### src/hw/rtl/rgbf_pkg.sv
// ---------------------------------------------------------------------------
// rgbf_pkg
// Types and constants shared by the colour fade and brightness core.
// ---------------------------------------------------------------------------
package rgbf_pkg;

   localparam int unsigned NUM_CHANNELS = 3;
   localparam int unsigned QUOT_BITS    = 8;

   // command codes
   localparam logic [2:0] CMD_TICK     = 3'd0;
   localparam logic [2:0] CMD_SET      = 3'd1;
   localparam logic [2:0] CMD_FADE     = 3'd2;
   localparam logic [2:0] CMD_BRIGHTER = 3'd3;
   localparam logic [2:0] CMD_DARKER   = 3'd4;

   localparam logic [7:0] LEVEL_RESET      = 8'd127;
   localparam logic [7:0] LEVEL_STEP       = 8'd8;
   localparam logic [7:0] LEVEL_FROM_ZERO  = 8'd7;
   localparam logic [7:0] LEVEL_RISE_LIMIT = 8'd247;
   localparam logic [7:0] FULL_SCALE       = 8'd255;

   typedef struct packed {
      logic [2:0] cmd;
      logic [7:0] red;
      logic [7:0] green;
      logic [7:0] blue;
   } req_type;

   typedef struct packed {
      logic [7:0] out_red;
      logic [7:0] out_green;
      logic [7:0] out_blue;
      logic       fading;
   } rsp_type;

   // request to the shared multiply/divide unit: floor(a * b / den)
   typedef struct packed {
      logic       start;
      logic [7:0] a;
      logic [7:0] b;
      logic [7:0] den;
   } div_req_type;

   typedef struct packed {
      logic       done;
      logic [7:0] quot;
      logic       rem_nz;
   } div_rsp_type;

   typedef enum logic [1:0] {
      DIV_IDLE,
      DIV_MUL,
      DIV_ITER
   } div_state_type;

   typedef enum logic [2:0] {
      SEQ_IDLE,
      SEQ_EXEC,
      SEQ_FADE_GO,
      SEQ_FADE_WAIT,
      SEQ_SCALE_GO,
      SEQ_SCALE_WAIT,
      SEQ_DONE
   } seq_state_type;

endpackage

### src/hw/rtl/rgbf_muldiv.sv
// ---------------------------------------------------------------------------
// rgbf_muldiv
// Shared unit: 8x8 multiply, then restoring division, one quotient bit a cycle.
// ---------------------------------------------------------------------------
module rgbf_muldiv (
   input  logic                 clock,
   input  logic                 reset,
   input  rgbf_pkg::div_req_type div_req,
   output rgbf_pkg::div_rsp_type div_rsp
);

   localparam int unsigned CountWidth = $clog2(rgbf_pkg::QUOT_BITS);

   rgbf_pkg::div_state_type state_ff, state_in;
   logic [7:0]              a_ff, a_in;
   logic [7:0]              b_ff, b_in;
   logic [7:0]              den_ff, den_in;
   logic [15:0]             work_ff, work_in;
   logic [CountWidth-1:0]   count_ff, count_in;
   logic                    done_ff, done_in;

   logic [8:0] trial;
   logic [8:0] trial_diff;
   logic       trial_ge;

   // work holds {partial remainder, dividend bits still to go / quotient bits}
   assign trial      = work_ff[15:7];
   assign trial_ge   = trial >= {1'b0, den_ff};
   assign trial_diff = trial - {1'b0, den_ff};

   always_comb begin
      state_in = state_ff;
      a_in     = a_ff;
      b_in     = b_ff;
      den_in   = den_ff;
      work_in  = work_ff;
      count_in = count_ff;
      done_in  = 1'b0;
      case (state_ff)
         rgbf_pkg::DIV_IDLE: begin
            if (div_req.start) begin
               a_in     = div_req.a;
               b_in     = div_req.b;
               den_in   = div_req.den;
               state_in = rgbf_pkg::DIV_MUL;
            end
         end
         rgbf_pkg::DIV_MUL: begin
            // quotient fits 8 bits: product high byte is always below den
            work_in  = {8'd0, a_ff} * {8'd0, b_ff};
            count_in = '0;
            state_in = rgbf_pkg::DIV_ITER;
         end
         rgbf_pkg::DIV_ITER: begin
            work_in  = {(trial_ge ? trial_diff[7:0] : trial[7:0]), work_ff[6:0], trial_ge};
            count_in = count_ff + 1'b1;
            if (count_ff == CountWidth'(rgbf_pkg::QUOT_BITS - 1)) begin
               done_in  = 1'b1;
               state_in = rgbf_pkg::DIV_IDLE;
            end
         end
         default: state_in = rgbf_pkg::DIV_IDLE;
      endcase
   end

   always_ff @(posedge clock) begin
      if (reset) begin
         state_ff <= rgbf_pkg::DIV_IDLE;
         done_ff  <= 1'b0;
      end else begin
         state_ff <= state_in;
         done_ff  <= done_in;
      end
   end

   always_ff @(posedge clock) begin
      a_ff     <= a_in;
      b_ff     <= b_in;
      den_ff   <= den_in;
      work_ff  <= work_in;
      count_ff <= count_in;
   end

   assign div_rsp.done   = done_ff;
   assign div_rsp.quot   = work_ff[7:0];
   assign div_rsp.rem_nz = |work_ff[15:8];

endmodule

### src/hw/rtl/rgb_fade_with_brightness_core.sv
// ---------------------------------------------------------------------------
// rgb_fade_with_brightness_core
// LED colour driver: set, linear fade, brightness, one scaled colour per item.
// ---------------------------------------------------------------------------
//  channel | ports                          | payload
//  input   | req_valid, req_stall, req_data | rgbf_pkg::req_type
//  result  | rsp_valid, rsp_stall, rsp_data | rgbf_pkg::rsp_type
//
//  Every item uses the shared multiply/divide unit three times for brightness
//  scaling; a tick that advances a fade uses it three more times for the step.
//  Reset has no clearing pass.
//  A result held by rsp_stall does not block the next input transfer; a
//  second finished result waits in the core until the first has gone.
// ---------------------------------------------------------------------------
module rgb_fade_with_brightness_core (
   input  logic              clock,
   input  logic              reset,
   input  logic              req_valid,
   output logic              req_stall,
   input  rgbf_pkg::req_type req_data,
   output logic              rsp_valid,
   input  logic              rsp_stall,
   output rgbf_pkg::rsp_type rsp_data
);

   localparam logic [1:0] LastCh = 2'(rgbf_pkg::NUM_CHANNELS - 1);

   rgbf_pkg::seq_state_type state_ff, state_in;
   rgbf_pkg::req_type       req_ff, req_in;
   logic [1:0]              ch_ff, ch_in;
   logic [7:0]              current_ff [rgbf_pkg::NUM_CHANNELS];
   logic [7:0]              current_in [rgbf_pkg::NUM_CHANNELS];
   logic [7:0]              start_ff   [rgbf_pkg::NUM_CHANNELS];
   logic [7:0]              start_in   [rgbf_pkg::NUM_CHANNELS];
   logic signed [8:0]       delta_ff   [rgbf_pkg::NUM_CHANNELS];
   logic signed [8:0]       delta_in   [rgbf_pkg::NUM_CHANNELS];
   logic [7:0]              scaled_ff  [rgbf_pkg::NUM_CHANNELS];
   logic [7:0]              scaled_in  [rgbf_pkg::NUM_CHANNELS];
   logic [7:0]              length_ff, length_in;
   logic [7:0]              step_ff, step_in;
   logic [7:0]              level_ff, level_in;
   logic                    active_ff, active_in;
   logic                    rsp_valid_ff, rsp_valid_in;
   rgbf_pkg::rsp_type       rsp_data_ff, rsp_data_in;

   rgbf_pkg::div_req_type div_req;
   rgbf_pkg::div_rsp_type div_rsp;

   logic [7:0]        tgt      [rgbf_pkg::NUM_CHANNELS];
   logic signed [8:0] diff     [rgbf_pkg::NUM_CHANNELS];
   logic [7:0]        diff_mag [rgbf_pkg::NUM_CHANNELS];
   logic [7:0]        len_01;
   logic [7:0]        fade_len;
   logic [8:0]        neg_delta;
   logic [7:0]        delta_mag;
   logic              delta_neg;
   logic [8:0]        q_down;
   logic [9:0]        fade_sum;
   logic [7:0]        fade_val;

   assign tgt[0] = req_ff.red;
   assign tgt[1] = req_ff.green;
   assign tgt[2] = req_ff.blue;

   always_comb begin
      for (int c = 0; c < rgbf_pkg::NUM_CHANNELS; c++) begin
         diff[c]     = $signed({1'b0, tgt[c]}) - $signed({1'b0, current_ff[c]});
         diff_mag[c] = diff[c][8] ? 8'(-diff[c]) : diff[c][7:0];
      end
   end

   assign len_01   = (diff_mag[1] > diff_mag[0]) ? diff_mag[1] : diff_mag[0];
   assign fade_len = (diff_mag[2] > len_01) ? diff_mag[2] : len_01;

   // fade channel: start + floor(delta * step / length), floor towards minus infinity
   assign delta_neg = delta_ff[ch_ff][8];
   assign neg_delta = 9'(-delta_ff[ch_ff]);
   assign delta_mag = delta_neg ? neg_delta[7:0] : delta_ff[ch_ff][7:0];
   assign q_down    = {1'b0, div_rsp.quot} + {8'd0, div_rsp.rem_nz};
   assign fade_sum  = delta_neg ? ({2'b00, start_ff[ch_ff]} - {1'b0, q_down})
                                : ({2'b00, start_ff[ch_ff]} + {2'b00, div_rsp.quot});

   always_comb begin
      if (fade_sum[9]) begin
         fade_val = 8'd0;
      end else if (fade_sum[8]) begin
         fade_val = 8'hFF;
      end else begin
         fade_val = fade_sum[7:0];
      end
   end

   always_comb begin
      div_req.start = (state_ff == rgbf_pkg::SEQ_FADE_GO) ||
                      (state_ff == rgbf_pkg::SEQ_SCALE_GO);
      if (state_ff == rgbf_pkg::SEQ_FADE_GO) begin
         div_req.a   = delta_mag;
         div_req.b   = step_ff;
         div_req.den = length_ff;
      end else begin
         div_req.a   = current_ff[ch_ff];
         div_req.b   = level_ff;
         div_req.den = rgbf_pkg::FULL_SCALE;
      end
   end

   rgbf_muldiv u_muldiv (
      .clock   (clock),
      .reset   (reset),
      .div_req (div_req),
      .div_rsp (div_rsp)
   );

   always_comb begin
      state_in     = state_ff;
      req_in       = req_ff;
      ch_in        = ch_ff;
      current_in   = current_ff;
      start_in     = start_ff;
      delta_in     = delta_ff;
      scaled_in    = scaled_ff;
      length_in    = length_ff;
      step_in      = step_ff;
      level_in     = level_ff;
      active_in    = active_ff;
      rsp_valid_in = rsp_valid_ff;
      rsp_data_in  = rsp_data_ff;

      if (rsp_valid_ff && !rsp_stall) begin
         rsp_valid_in = 1'b0;
      end

      case (state_ff)
         rgbf_pkg::SEQ_IDLE: begin
            if (req_valid) begin
               req_in   = req_data;
               state_in = rgbf_pkg::SEQ_EXEC;
            end
         end
         rgbf_pkg::SEQ_EXEC: begin
            ch_in    = 2'd0;
            state_in = rgbf_pkg::SEQ_SCALE_GO;
            case (req_ff.cmd)
               rgbf_pkg::CMD_TICK: begin
                  if (active_ff) begin
                     step_in  = step_ff + 1'b1;
                     state_in = rgbf_pkg::SEQ_FADE_GO;
                  end
               end
               rgbf_pkg::CMD_SET: begin
                  active_in  = 1'b0;
                  current_in = tgt;
               end
               rgbf_pkg::CMD_FADE: begin
                  start_in  = current_ff;
                  delta_in  = diff;
                  length_in = fade_len;
                  step_in   = 8'd0;
                  active_in = fade_len != 8'd0;
               end
               rgbf_pkg::CMD_BRIGHTER: begin
                  active_in = 1'b0;
                  if (level_ff == 8'd0) begin
                     level_in = rgbf_pkg::LEVEL_FROM_ZERO;
                  end else if (level_ff <= rgbf_pkg::LEVEL_RISE_LIMIT) begin
                     level_in = level_ff + rgbf_pkg::LEVEL_STEP;
                  end
               end
               rgbf_pkg::CMD_DARKER: begin
                  active_in = 1'b0;
                  if (level_ff >= rgbf_pkg::LEVEL_STEP) begin
                     level_in = level_ff - rgbf_pkg::LEVEL_STEP;
                  end else begin
                     level_in = 8'd0;
                  end
               end
               default: ;
            endcase
         end
         rgbf_pkg::SEQ_FADE_GO: state_in = rgbf_pkg::SEQ_FADE_WAIT;
         rgbf_pkg::SEQ_FADE_WAIT: begin
            if (div_rsp.done) begin
               current_in[ch_ff] = fade_val;
               if (ch_ff == LastCh) begin
                  // the step that reaches the length lands on the target
                  active_in = step_ff != length_ff;
                  ch_in     = 2'd0;
                  state_in  = rgbf_pkg::SEQ_SCALE_GO;
               end else begin
                  ch_in    = ch_ff + 1'b1;
                  state_in = rgbf_pkg::SEQ_FADE_GO;
               end
            end
         end
         rgbf_pkg::SEQ_SCALE_GO: state_in = rgbf_pkg::SEQ_SCALE_WAIT;
         rgbf_pkg::SEQ_SCALE_WAIT: begin
            if (div_rsp.done) begin
               scaled_in[ch_ff] = div_rsp.quot;
               if (ch_ff == LastCh) begin
                  ch_in    = 2'd0;
                  state_in = rgbf_pkg::SEQ_DONE;
               end else begin
                  ch_in    = ch_ff + 1'b1;
                  state_in = rgbf_pkg::SEQ_SCALE_GO;
               end
            end
         end
         rgbf_pkg::SEQ_DONE: begin
            if (!rsp_valid_ff || !rsp_stall) begin
               rsp_valid_in          = 1'b1;
               rsp_data_in.out_red   = scaled_ff[0];
               rsp_data_in.out_green = scaled_ff[1];
               rsp_data_in.out_blue  = scaled_ff[2];
               rsp_data_in.fading    = active_ff;
               state_in              = rgbf_pkg::SEQ_IDLE;
            end
         end
         default: state_in = rgbf_pkg::SEQ_IDLE;
      endcase
   end

   always_ff @(posedge clock) begin
      if (reset) begin
         state_ff     <= rgbf_pkg::SEQ_IDLE;
         ch_ff        <= 2'd0;
         current_ff   <= '{default: 8'd0};
         start_ff     <= '{default: 8'd0};
         delta_ff     <= '{default: 9'sd0};
         length_ff    <= 8'd0;
         step_ff      <= 8'd0;
         level_ff     <= rgbf_pkg::LEVEL_RESET;
         active_ff    <= 1'b0;
         rsp_valid_ff <= 1'b0;
      end else begin
         state_ff     <= state_in;
         ch_ff        <= ch_in;
         current_ff   <= current_in;
         start_ff     <= start_in;
         delta_ff     <= delta_in;
         length_ff    <= length_in;
         step_ff      <= step_in;
         level_ff     <= level_in;
         active_ff    <= active_in;
         rsp_valid_ff <= rsp_valid_in;
      end
   end

   always_ff @(posedge clock) begin
      req_ff      <= req_in;
      scaled_ff   <= scaled_in;
      rsp_data_ff <= rsp_data_in;
   end

   assign req_stall = state_ff != rgbf_pkg::SEQ_IDLE;
   assign rsp_valid = rsp_valid_ff;
   assign rsp_data  = rsp_data_ff;

endmodule

### config.mk
export PLATFORM = sky130hd
export DESIGN_NAME = rgb_fade_with_brightness_core
export DESIGN_NICKNAME = d
export VERILOG_FILES = /design/src/hw/rtl/rgbf_pkg.sv /design/src/hw/rtl/rgbf_muldiv.sv /design/src/hw/rtl/rgb_fade_with_brightness_core.sv
export SDC_FILE = /design/constraint.sdc
export NUM_CORES = 1
export LEC_CHECK = 0
export BUFFER_PORTS_ARGS = -buffer_cell sky130_fd_sc_hd__buf_2
export CORE_MARGIN = 4
export CORE_UTILIZATION = 35
export DETAILED_ROUTE_END_ITERATION = 8
export SETUP_SLACK_MARGIN = 0.5
export SYNTH_ARGS = -nofsm -noshare
export SYNTH_HDL_FRONTEND = slang
export SYNTH_SLANG_ARGS = --single-unit
### constraint.sdc
create_clock -name clock -period 4.9 [get_ports clock]
set_clock_uncertainty 0.2 [all_clocks]
set_input_delay 0.98 -clock clock [delete_from_list [all_inputs] [get_ports clock]]
set_output_delay 0.98 -clock clock [all_outputs]
set_load 0.05 [all_outputs]
* Word-level counts from Yosys, hierarchy flattened
Index checks and enable logic that the tools add are counted.
Storage, ports and cells: bits in registers 228, bits of input ports 31, word-level logic and storage cells 178
Cells by class: $add $sub $neg 16, multiply operators 1, order comparisons 7, eq/ne operators 27, muxes and demuxes 58, bitwise operators 2, reduce and logical (&&, ||, !) cells 33
Operator list (count):
- 8-bit 2-to-1 mux | 18
- 24-bit 2-to-1 mux | 3
- 24-bit bitwise mux | 2
- 24-bit case mux with 2 select lines | 1
- 8-bit binary-select mux with 2-bit select | 2
- 8-bit negator | 4
- 16-bit case mux with 2 select lines | 1
- 8-bit case mux with 2 select lines | 2
- 8-bit by 8-bit subtractor with 9-bit output | 3
- 3-bit 2-to-1 mux | 7
- 3-bit case mux with 7 select lines | 1
- 9-bit binary-select mux with 2-bit select | 1
- 9-bit 2-to-1 mux | 2
- 8-bit demux with 2-bit select | 1
- 8-bit > comparator | 2
- 8-bit by 8-bit multiplier with 16-bit output | 1
- 3-bit == test, second input constant | 5
- 2-bit AND reduction | 7
- 3-bit by 2-bit == test with 1-bit output, second input constant | 4
- 10-bit 2-to-1 mux | 1
- 2-bit 2-to-1 mux | 5
- 2-bit by 1-bit inequality test with 1-bit output, second input constant | 5
- 2-bit inequality test, second input constant | 5
- 2-bit nonzero test | 5
- 40 further kinds | 56

* Depth between registers and ports, before layout
Gate-level depths: netlist (run 1).
depth in word-level cells 11, mapped depth 26, depth with buffers taken out 26

* Modules after synthesis
Synthesis (run 1) repeated with hierarchy kept, for this count alone.
Unflattened totals: cells, all modules 1657, area total of the unflattened synthesis 15213.3 um^2
By module, submodules not included:
- rgb_fade_with_brightness_core | instances 1, cells an instance 1231, area each 10812.9 um^2, seq. area each 4364.2 um^2
- rgbf_muldiv | instances 1, cells an instance 426, area each 4400.5 um^2, seq. area each 1351.3 um^2

* Worst setup path before layout (run 1)
OpenSTA, ideal clock, no wires.
path type reg-to-reg, start point register req_ff[16] in the netlist's numbering, end point register active_ff, arrival 5.120 ns, data required time 4.561 ns, path slack -0.559 ns, cell stages (with the launch flop) 26, buffers on the path 0, period minus slack after synthesis 5.459 ns, cells stage by stage edfxtp_1 > inv_1 > ha_1 > fa_1 > nand2b_1 > a21oi_1 > xor2_1 > nor3_1 > a31oi_1 > xor2_1 > inv_1 > ha_1 > nand4_1 > a21oi_1 > o22a_1 > clkinv_1 > mux2i_1 > ha_1 > a21o_1 > a21oi_1 > a21oi_1 > o22a_1 > or3_1 > a32o_1 > a2111oi_2 > a41oi_1
On the way: longest elaborated chain between the ends 10
RTL lines:
- from (decl) | RTL line rgb_fade_with_brightness_core.sv:29 | rgbf_pkg::req_type req_ff, req_in;
- from (signal assigned) | RTL line rgb_fade_with_brightness_core.sv:249 | req_ff <= req_in;
- 8-bit by 8-bit subtractor with 9-bit output (*) | RTL line rgb_fade_with_brightness_core.sv:67 | diff[c] = $signed({1'b0, tgt[c]}) - $signed({1'b0, current_ff[c]});
- 8-bit negator | RTL line rgb_fade_with_brightness_core.sv:68 | diff_mag[c] = diff[c][8] ? 8'(-diff[c]) : diff[c][7:0];
- 8-bit 2-to-1 mux (*) | RTL line rgb_fade_with_brightness_core.sv:68
- 8-bit > comparator | RTL line rgb_fade_with_brightness_core.sv:72 | assign len_01 = (diff_mag[1] > diff_mag[0]) ? diff_mag[1] : diff_mag[0];
- 8-bit 2-to-1 mux (*) | RTL line rgb_fade_with_brightness_core.sv:72
- 8-bit > comparator | RTL line rgb_fade_with_brightness_core.sv:73 | assign fade_len = (diff_mag[2] > len_01) ? diff_mag[2] : len_01;
- 8-bit 2-to-1 mux (*) | RTL line rgb_fade_with_brightness_core.sv:73
- 8-bit nonzero test (*) | RTL line rgb_fade_with_brightness_core.sv:159 | active_in = fade_len != 8'd0;
- 1-bit case mux with 2 select lines (*) | RTL line rgb_fade_with_brightness_core.sv:143 | case (req_ff.cmd)
- 1-bit case mux with 2 select lines (*) | RTL line rgb_fade_with_brightness_core.sv:133 | case (state_ff)
- to (signal assigned) | RTL line rgb_fade_with_brightness_core.sv:243 | active_ff <= active_in;
- to (decl) | RTL line rgb_fade_with_brightness_core.sv:42 | logic active_ff, active_in;
Mark *: on every way between the ends. The rest lies on a longest branch, timed or not. A chain may end at the register's enable or synchronous reset.

* Worst setup path in the final report (run 1)
start point register req_ff[8] in the netlist's numbering, end point register active_ff
Same word-level chain as after synthesis.

==> reports/metrics.cfg, run 1 <==
[synth]
synth_top_area_cell=edfxtp_1
synth_ff_type=edfxtp_1
yosysSeqAreaShare_pct=38.9
synth_most_common_cell=nand2_1
ys_warn_count=0
synth_nets=1778
ys_seq_elements=226
yosysTopAreaCellShare_pct=24.3
avgSynthCellArea_um2=9.26
ys_async_sr_fraction_pct=0
synth_cell_types=80
syn_area_um2=14700
synth_area_leaders=edfxtp_1 24%, dfxtp_1 15%, ha_1 9.9%, fa_1 5.9%, nand2_1 4.9%
synthCells=1588
synth_edf_count=119
yosys-top-cells-count=193 x nand2_1, 149 x nor2_1, 134 x inv_1, 126 x a21oi_1, 119 x edfxtp_1

[sta]
slew_headroom_pct=31.5
drv_slew=0
setup_violations=9
rsz0062_at_grt=true
fin_crit_sh_pct=111
max_freq_mhz=184
timing.final.ws_setup_ps=-547
hold_violations=0
finalCriticalPeriod_ps=5450
worstMarginPinSlew_ps=1030

[die]
ios=58
rows=74
core_um2=41200
dieArea_um2=45400
start_util_pct=35.7
die_y_um=213
chipWidth_um=213

[run]
drv_cap=0

[power]
leakagePower_nw=7.48
power.density_nw_per_um2=450
vdd_ir_drop_max_uv=264
total_power_mw=8.29

[hold_path]
min_path_type=flop to flop
min_from=scaled_ff[13]$_DFFE_PP_

[global_route]
grt_pass1_vias=11924
grt_pass1_wl_um=64000
antenna_found_initial=1
overflow=0
grt_max_degree=88
grt_use_total_pct=17.4

[clock_network]
clk_pin_slew_ps=60
tritoncts=done
cts.sinks=226
clockBufferDepth=3
clock_latency_ps=550
cts-root-buf=clkbuf_16
htree_levels=1
cts_buffers=26
postCtsHoldBufs=0

[critical_path]
critPathRequiredTime_ps=5100
critical_path_class=flop to flop
crit_path_end_kind=flop
rr_startpoint=req_ff[8]$_DFFE_PP_
cp-startpoint=req_ff[8]$_DFFE_PP_
cp-start-kind=flop
cp.arrival_ps=5650
cp_max_fo=6

[final_layout]
n_antenna_cell=0
nets=1970
fin_util_pct=44.7
syn2layout_area_growth_pct=25.2
drive_above_1_share_pct=23.5

[drt]
drtIter0Drc=883
vias=12030
drc_errors=0
wirelength_um=39900
post_drt_wl_per_cell_um=17.1
ant_nets=0
routed_via_density=5.16
firstDrtPassIters=5

[placed_design]
gp_congestion=0.902
hpwl_um=29900
portBuffers=57
pre_cts_ws_ps=-518

[status]
violations=setup timing
status=finished with violations

[cells in the final DEF, fill, tap and decap left out, drive strengths merged, types with 11 or more instances in the layout]
cell type  count
a211oi        24
a21o          12
a21oi        128
a31oi         20
and2          38
buf          225
clkbuf        34
dfxtp        107
edfxtp       119
fa            43
ha           116
inv          136
mux2          12
mux2i         45
nand2        194
nand2b        26
nand3         21
nor2         149
nor2b         15
nor3          37
o21ai         62
o22ai         14
or3           11
xnor2         42
xor2          40
[cell families after synthesis]
group,synth area share [%]
buffers and inverters,5.13
flip-flops,38.9
adder cells (fa/ha/maj),15.8
AND/OR/NAND/NOR,16.6
XOR/XNOR,4.88
AO/OA/AOI/OAI,14.7
multiplexers,4.01
[routing by layer]
metal  vias to the layer above  share of wire (%)  wire [um]  global-route usage [%]
li1                       5938                  -          -                       -
met1                      5727                 46      18300                    24.3
met2                       308                 47      18600                    29.0
met3                        57                5.3       2110                    2.50
met4                         0                2.4        963                    3.75
met5                         -                  0          0                       0
[layout make-up]
| type | count | area [um^2] |
|---|---|---|
| Clock inverter | 14 | 200 |
| Inverter | 135 | 512 |
| Sequential cell | 226 | 5720 |
| Clock buffer | 34 | 753 |
| Multi-Input combinational cell | 1166 | 8940 |
| Timing Repair Buffer | 225 | 1630 |
| Tap cell | 532 | 666 |
| Fill cell | 3836 | 22800 |
[sequential cells by signal, summed over array words and instances, names as in the netlist, 16 cells and up]
signal,cells
current_ff,24
delta_ff,27
req_ff,27
rsp_data,25
scaled_ff,24
start_ff,24
u_muldiv.work_ff,16
[final timing paths]
check | endpoint | cells after the start | slack, ps
min | rsp_data[14]$_DFFE_PP_ | 0 | 210
min reg2reg | rsp_data[14]$_DFFE_PP_ | 0 | 210
max reg2reg | active_ff$_SDFFE_PP0P_ | 25 | -550
max | active_ff$_SDFFE_PP0P_ | 25 | -550
[worst max-delay path, stage by stage (launching register included)]
cell and delay [ps]:
edfxtp_1 350, inv_1 50, ha_2 190, fa_2 440
nor2b_4 130, o22ai_1 110, xnor2_2 190, nor3_2 240
buf_4 140, nor2_1 40, xnor2_1 310, ha_4 270
a21oi_1 120, o21ai_1 90, o22a_2 250, clkinv_4 120
mux2i_4 270, ha_4 230, a21o_1 160, a21oi_2 130
a21oi_2 70, o22a_2 220, or3_1 320, a32o_2 280
a2111oi_4 200, a41oi_2 170
[where the power goes]
group | internal (mW) | switching [mW] | total [mW]
Clock | 1.30 | 0.825 | 2.13
Combinational | 2.07 | 1.86 | 3.93
Sequential | 2.13 | 0.0978 | 2.23
[repair_timing]
action                     CTS  global route
setup buffers               28            16
pin swaps                   53            43
cloned                       0             0
setup endpoints to repair   17            23
resized for setup           84            54
[stage by stage]
stage	TNS, ps	hold slack, ps	instances	instance area, um^2
after floorplan	-127	200	1588	14900
after global placement	-932	202	2240	16500
after detailed placement	-2030	205	2240	16500
after CTS	-1990	218	2316	18000
after global routing	-5860	227	2332	18400
final	-3690	215	2332	18400
(Power assumes the default switching activity.)
==> run 2: changes to the inputs <==
- CORE_ASPECT_RATIO: not set -> 1.75
- RECOVER_POWER: not set -> 25
==> reports/metrics.cfg, run 2 (synthesis results as in run 1) <==
[drt]
routed_via_density=5.10
firstDrtPassIters=5
drc_errors=0
ant_nets=0
drtIter0Drc=633
vias=11983
wirelength_um=41600
post_drt_wl_per_cell_um=17.7

[die]
start_util_pct=35.3
chipWidth_um=163
die_y_um=279
dieArea_um2=45500
core_um2=41600
rows=99
ios=58

[sta]
max_freq_mhz=184
drv_slew=81
hold_violations=0
fin_crit_sh_pct=111
setup_violations=9
worstMarginPinSlew_ps=1790
timing.final.ws_setup_ps=-539
slew_headroom_pct=-19.5
rsz0062_at_grt=true
finalCriticalPeriod_ps=5440

[status]
violations=capacitance limit, slew limit, setup timing
status=finished with violations

[critical_path]
cp_max_fo=6
critical_path_class=flop to flop
cp.arrival_ps=5620
cp-start-kind=flop
crit_path_end_kind=flop
critPathRequiredTime_ps=5080

[global_route]
grt_use_met1_pct=18.3
antenna_found_initial=0
grt_pass1_wl_um=65700
met3_usage_pct=1.51
grt.busiest_layer=met2
grtUsageMet2_pct=36.5
grt_use_total_pct=18.1
grt_pass1_vias=12436
overflow=0
grt_max_degree=81

[final_layout]
syn2layout_area_growth_pct=23.0
n_antenna_cell=0
final_common_cell=nand2_1
drive_above_1_share_pct=21.5
most-common-layout-cells=191 x nand2_1, 145 x buf_4, 144 x nor2_1
stdcell_area_um2=18100
nets=1968

[placed_design]
gp_congestion=0.918
portBuffers=57
place_area_um2=16700
hpwl_um=33000

[clock_network]
clockBufferDepth=3
tritoncts=done
cts.sinks=226
cts_buffers=23
postCtsHoldBufs=0
clock_latency_ps=560
cts-root-buf=clkbuf_16
htree_levels=1
clk_pin_slew_ps=60

[power]
total_power_mw=7.86
vdd_ir_drop_max_uv=397
power.density_nw_per_um2=435
leakagePower_nw=7.34

[hold_path]
min_path_type=flop to flop

[run]
drv_cap=1

## run 2: critical path: stages (launching register included)
cell	delay, ps
edfxtp_1	350
inv_1	50
ha_2	190
fa_2	380
nand2b_4	190
a21oi_4	150
xor2_2	210
nor3_2	80
a31oi_1	220
xor2_1	240
inv_1	100
ha_4	280
nand4_1	90
a21oi_1	130
o22a_2	250
clkinv_4	130
mux2i_4	210
ha_1	310
a21o_1	170
a21oi_2	120
a21oi_2	70
o22a_2	200
or3_1	320
a32o_1	240
a2111oi_2	200
a41oi_1	160
## run 2: repair_timing
| item | in CTS | in global routing |
|---|---|---|
| setup buffers | 17 | 13 |
| resized for setup | 48 | 58 |
| pin swaps | 39 | 37 |
| endpoints found under the setup margin | 17 | 17 |
## run 2: layout make-up
class | count | area, um^2
clock buffers | 30 | 623
multi-input cells | 1166 | 8810
flip-flops and latches | 226 | 5720
inverters | 135 | 512
clock inverters | 11 | 78.8
well taps | 555 | 694
repair buffers | 226 | 1650
fillers | 4138 | 23500
## run 2: metrics by stage
stage / TNS, ps / worst slack (ps) / instances / hold WS (ps) / utilization [%]
after floorplan: -127 / -127 / 1588 / 200 / -
after global placement: -2470 / -500 / 2278 / 202 / 40.0
after detailed placement: -3070 / -603 / 2278 / 205 / 40.0
after CTS: -3130 / -522 / 2336 / 218 / 42.6
after global routing: -6360 / -828 / 2349 / 222 / 43.5
final: -3840 / -539 / 2349 / 216 / 43.5
## run 2: routing by layer
metal	up-vias	part of all wire, %
li1	5919	-
met4	0	4.8
met5	-	0
met1	5723	35
met3	96	3.0
met2	245	57
## run 2: path summary, 6_finish.rpt
check	start	end	slack (ps)	cells past startpoint
max reg2reg	req_ff[16]$_DFFE_PP_	active_ff$_SDFFE_PP0P_	-540	25
max	req_ff[16]$_DFFE_PP_	active_ff$_SDFFE_PP0P_	-540	25
min	scaled_ff[15]$_DFFE_PP_	rsp_data[16]$_DFFE_PP_	220	0
min reg2reg	scaled_ff[15]$_DFFE_PP_	rsp_data[16]$_DFFE_PP_	220	0
## run 2: report_power, final
part	switching, mW	leakage, nW	total, mW	internal [mW]
sequential	0.0961	1.93	2.23	2.13
combinational	1.86	5.07	3.96	2.10
clock	0.768	0.338	1.67	0.906
total	2.72	7.34	7.86	5.14
==> run 3: changes to the inputs <==
--- a/config.mk
+++ b/config.mk
@@ -7,2 +7,3 @@
 export LEC_CHECK = 0
+export ABC_AREA = 1
 export BUFFER_PORTS_ARGS = -buffer_cell sky130_fd_sc_hd__buf_2
--- a/constraint.sdc
+++ b/constraint.sdc
@@ -4,2 +4,2 @@
 set_output_delay 0.98 -clock clock [all_outputs]
-set_load 0.05 [all_outputs]
+set_load 0.005 [all_outputs]
==> reports/metrics.cfg, run 3 <==
[status]
status=completed

[drt]
drtIter0Drc=777
drc_errors=0
wirelength_um=44200
ant_nets=0
post_drt_wl_per_cell_um=16.8
routed_via_density=5.08
firstDrtPassIters=5
vias=13329

[clock_network]
cts-root-buf=clkbuf_16
clock_latency_ps=550
cts_buffers=22
cts.sinks=226
clk_pin_slew_ps=70
postCtsHoldBufs=0
tritoncts=done
htree_levels=1
clockBufferDepth=3

[hold_path]
whs_path_depth=0
min_path_type=flop to flop
holdPathEnd=rsp_data[4]$_DFFE_PP_
min_from=scaled_ff[3]$_DFFE_PP_

[die]
ios=58
die_y_um=280
core_um2=41900
rows=99
chipWidth_um=164
dieArea_um2=45900
start_util_pct=35.5

[critical_path]
rr_startpoint=req_ff[8]$_DFFE_PP_
cp-startpoint=req_ff[8]$_DFFE_PP_
crit_family=adder cells
reg2reg_to=length_ff[1]$_SDFFE_PP0P_
cp-start-kind=flop
critical_path.most_common_cell=buf_4
critPathRequiredTime_ps=5120
cp.arrival_ps=5060
crit_path_max_incr_delay_ps=580
slowest_stage=fa_1
cp_max_fo=7
crit_path_end_kind=flop
reg2reg_depth=30
critical_path_class=flop to flop
path_buf_inv=9
path_depth=30
r2r_setup_slack_ps=60

[global_route]
antenna_found_initial=0
grt_pass1_wl_um=68500
grt_use_total_pct=18.8
grt_max_degree=64
grt_pass1_vias=13510
overflow=0

[synth]
ys_seq_elements=226
avgSynthCellArea_um2=7.95
synthCells=1868
synth_most_common_cell=nand2_1
yosys-top-cells-count=418 x nand2_1, 314 x inv_1, 139 x a21oi_1, 126 x nand3_1, 124 x o21ai_0
synth_top_area_cell=edfxtp_1
synth_cell_types=51
yosysTopAreaCellShare_pct=24.1
synth_edf_count=119
synth_nets=2058
ys_async_sr_fraction_pct=0
yosysSeqAreaShare_pct=38.5
syn_area_um2=14800
synth_area_leaders=edfxtp_1 24%, dfxtp_1 14%, nand2_1 11%, ha_1 9.8%, inv_1 7.9%
ys_warn_count=0
synth_ff_type=edfxtp_1

[final_layout]
regArea_um2=5720
nets=2244
n_antenna_cell=0
drive_above_1_share_pct=20.5
final_common_cell=nand2_1
most-common-layout-cells=369 x nand2_1, 295 x inv_1, 135 x buf_4
syn2layout_area_growth_pct=23.6
nFillCells=4183
multi_input_area_um2=8370

[sta]
slew_headroom_pct=11.1
fin_crit_sh_pct=98.8
rsz0062_at_grt=true
worstMarginPinSlew_ps=1330
hold_ws_ps=216
setup_violations=0
finalCriticalPeriod_ps=4840
hold_violations=0
drv_slew=0
fin_tns_setup_ps=0
max_freq_mhz=207

[run]
drv_cap=0

[placed_design]
hpwl_um=34200
portBuffers=57
gp_congestion=0.915

==> run 3: cell families (layout without fill, tap and decap cells) <==
kind of cell / Yosys count / in the layout / share of synthesized area, %
fa+ha+maj: 159 / 159 / 15.6
compound gates: 374 / 374 / 14.3
flops: 226 / 226 / 38.5
simple gates: 698 / 698 / 20.0
xor+xnor: 30 / 30 / 1.77
buf+inv: 381 / 583 / 9.80
==> run 3: layout make-up <==
type,instances,share of cell area (%)
Clock buffer,31,3.65
Clock inverter,9,0.587
Inverter,325,6.66
Multi-Input combinational cell,1261,45.6
Sequential cell,226,31.2
Tap cell,555,3.79
Timing Repair Buffer,218,8.56
==> run 3: how the worst max path moves through the flow <==
stage | endpoint | slack (ps)
after floorplan | active_ff$_SDFFE_PP0P_ | 460
final | length_ff[1]$_SDFFE_PP0P_ | 60
after global routing | active_ff$_SDFFE_PP0P_ | -220
after global placement | active_ff$_SDFFE_PP0P_ | -40
after CTS | active_ff$_SDFFE_PP0P_ | 40
after detailed placement | active_ff$_SDFFE_PP0P_ | -70
==> run 3: timing repair <==
item	in CTS	in global routing
gates resized for setup	81	109
setup buffers	47	19
endpoints found under the hold margin	0	0
endpoints found under the setup margin	14	17
pin swaps	88	74
==> run 3: through the flow <==
step | cells | util (%) | worst slack [ps] | area [um^2]
floorplan | 1868 | - | 460 | 14900
global placement | 2519 | 39.1 | -42.9 | 16400
detailed placement | 2519 | 39.1 | -66.4 | 16400
CTS | 2606 | 42.5 | 43.1 | 17800
global route | 2625 | 43.8 | -220 | 18300
finish | 2625 | 43.8 | 59.8 | 18300
==> run 3: layer usage <==
metal | global-route usage, % | wire [um] | vias to the layer above
met5 | 0 | 0 | -
met4 | 10.8 | 2880 | 0
met1 | 18.9 | 15900 | 6291
li1 | - | - | 6550
met2 | 36.9 | 23800 | 343
met3 | 1.85 | 1570 | 145
Power of run 3 is not shown: default switching activity piles up to over one toggle a cycle in this logic, so the estimate is an artifact.
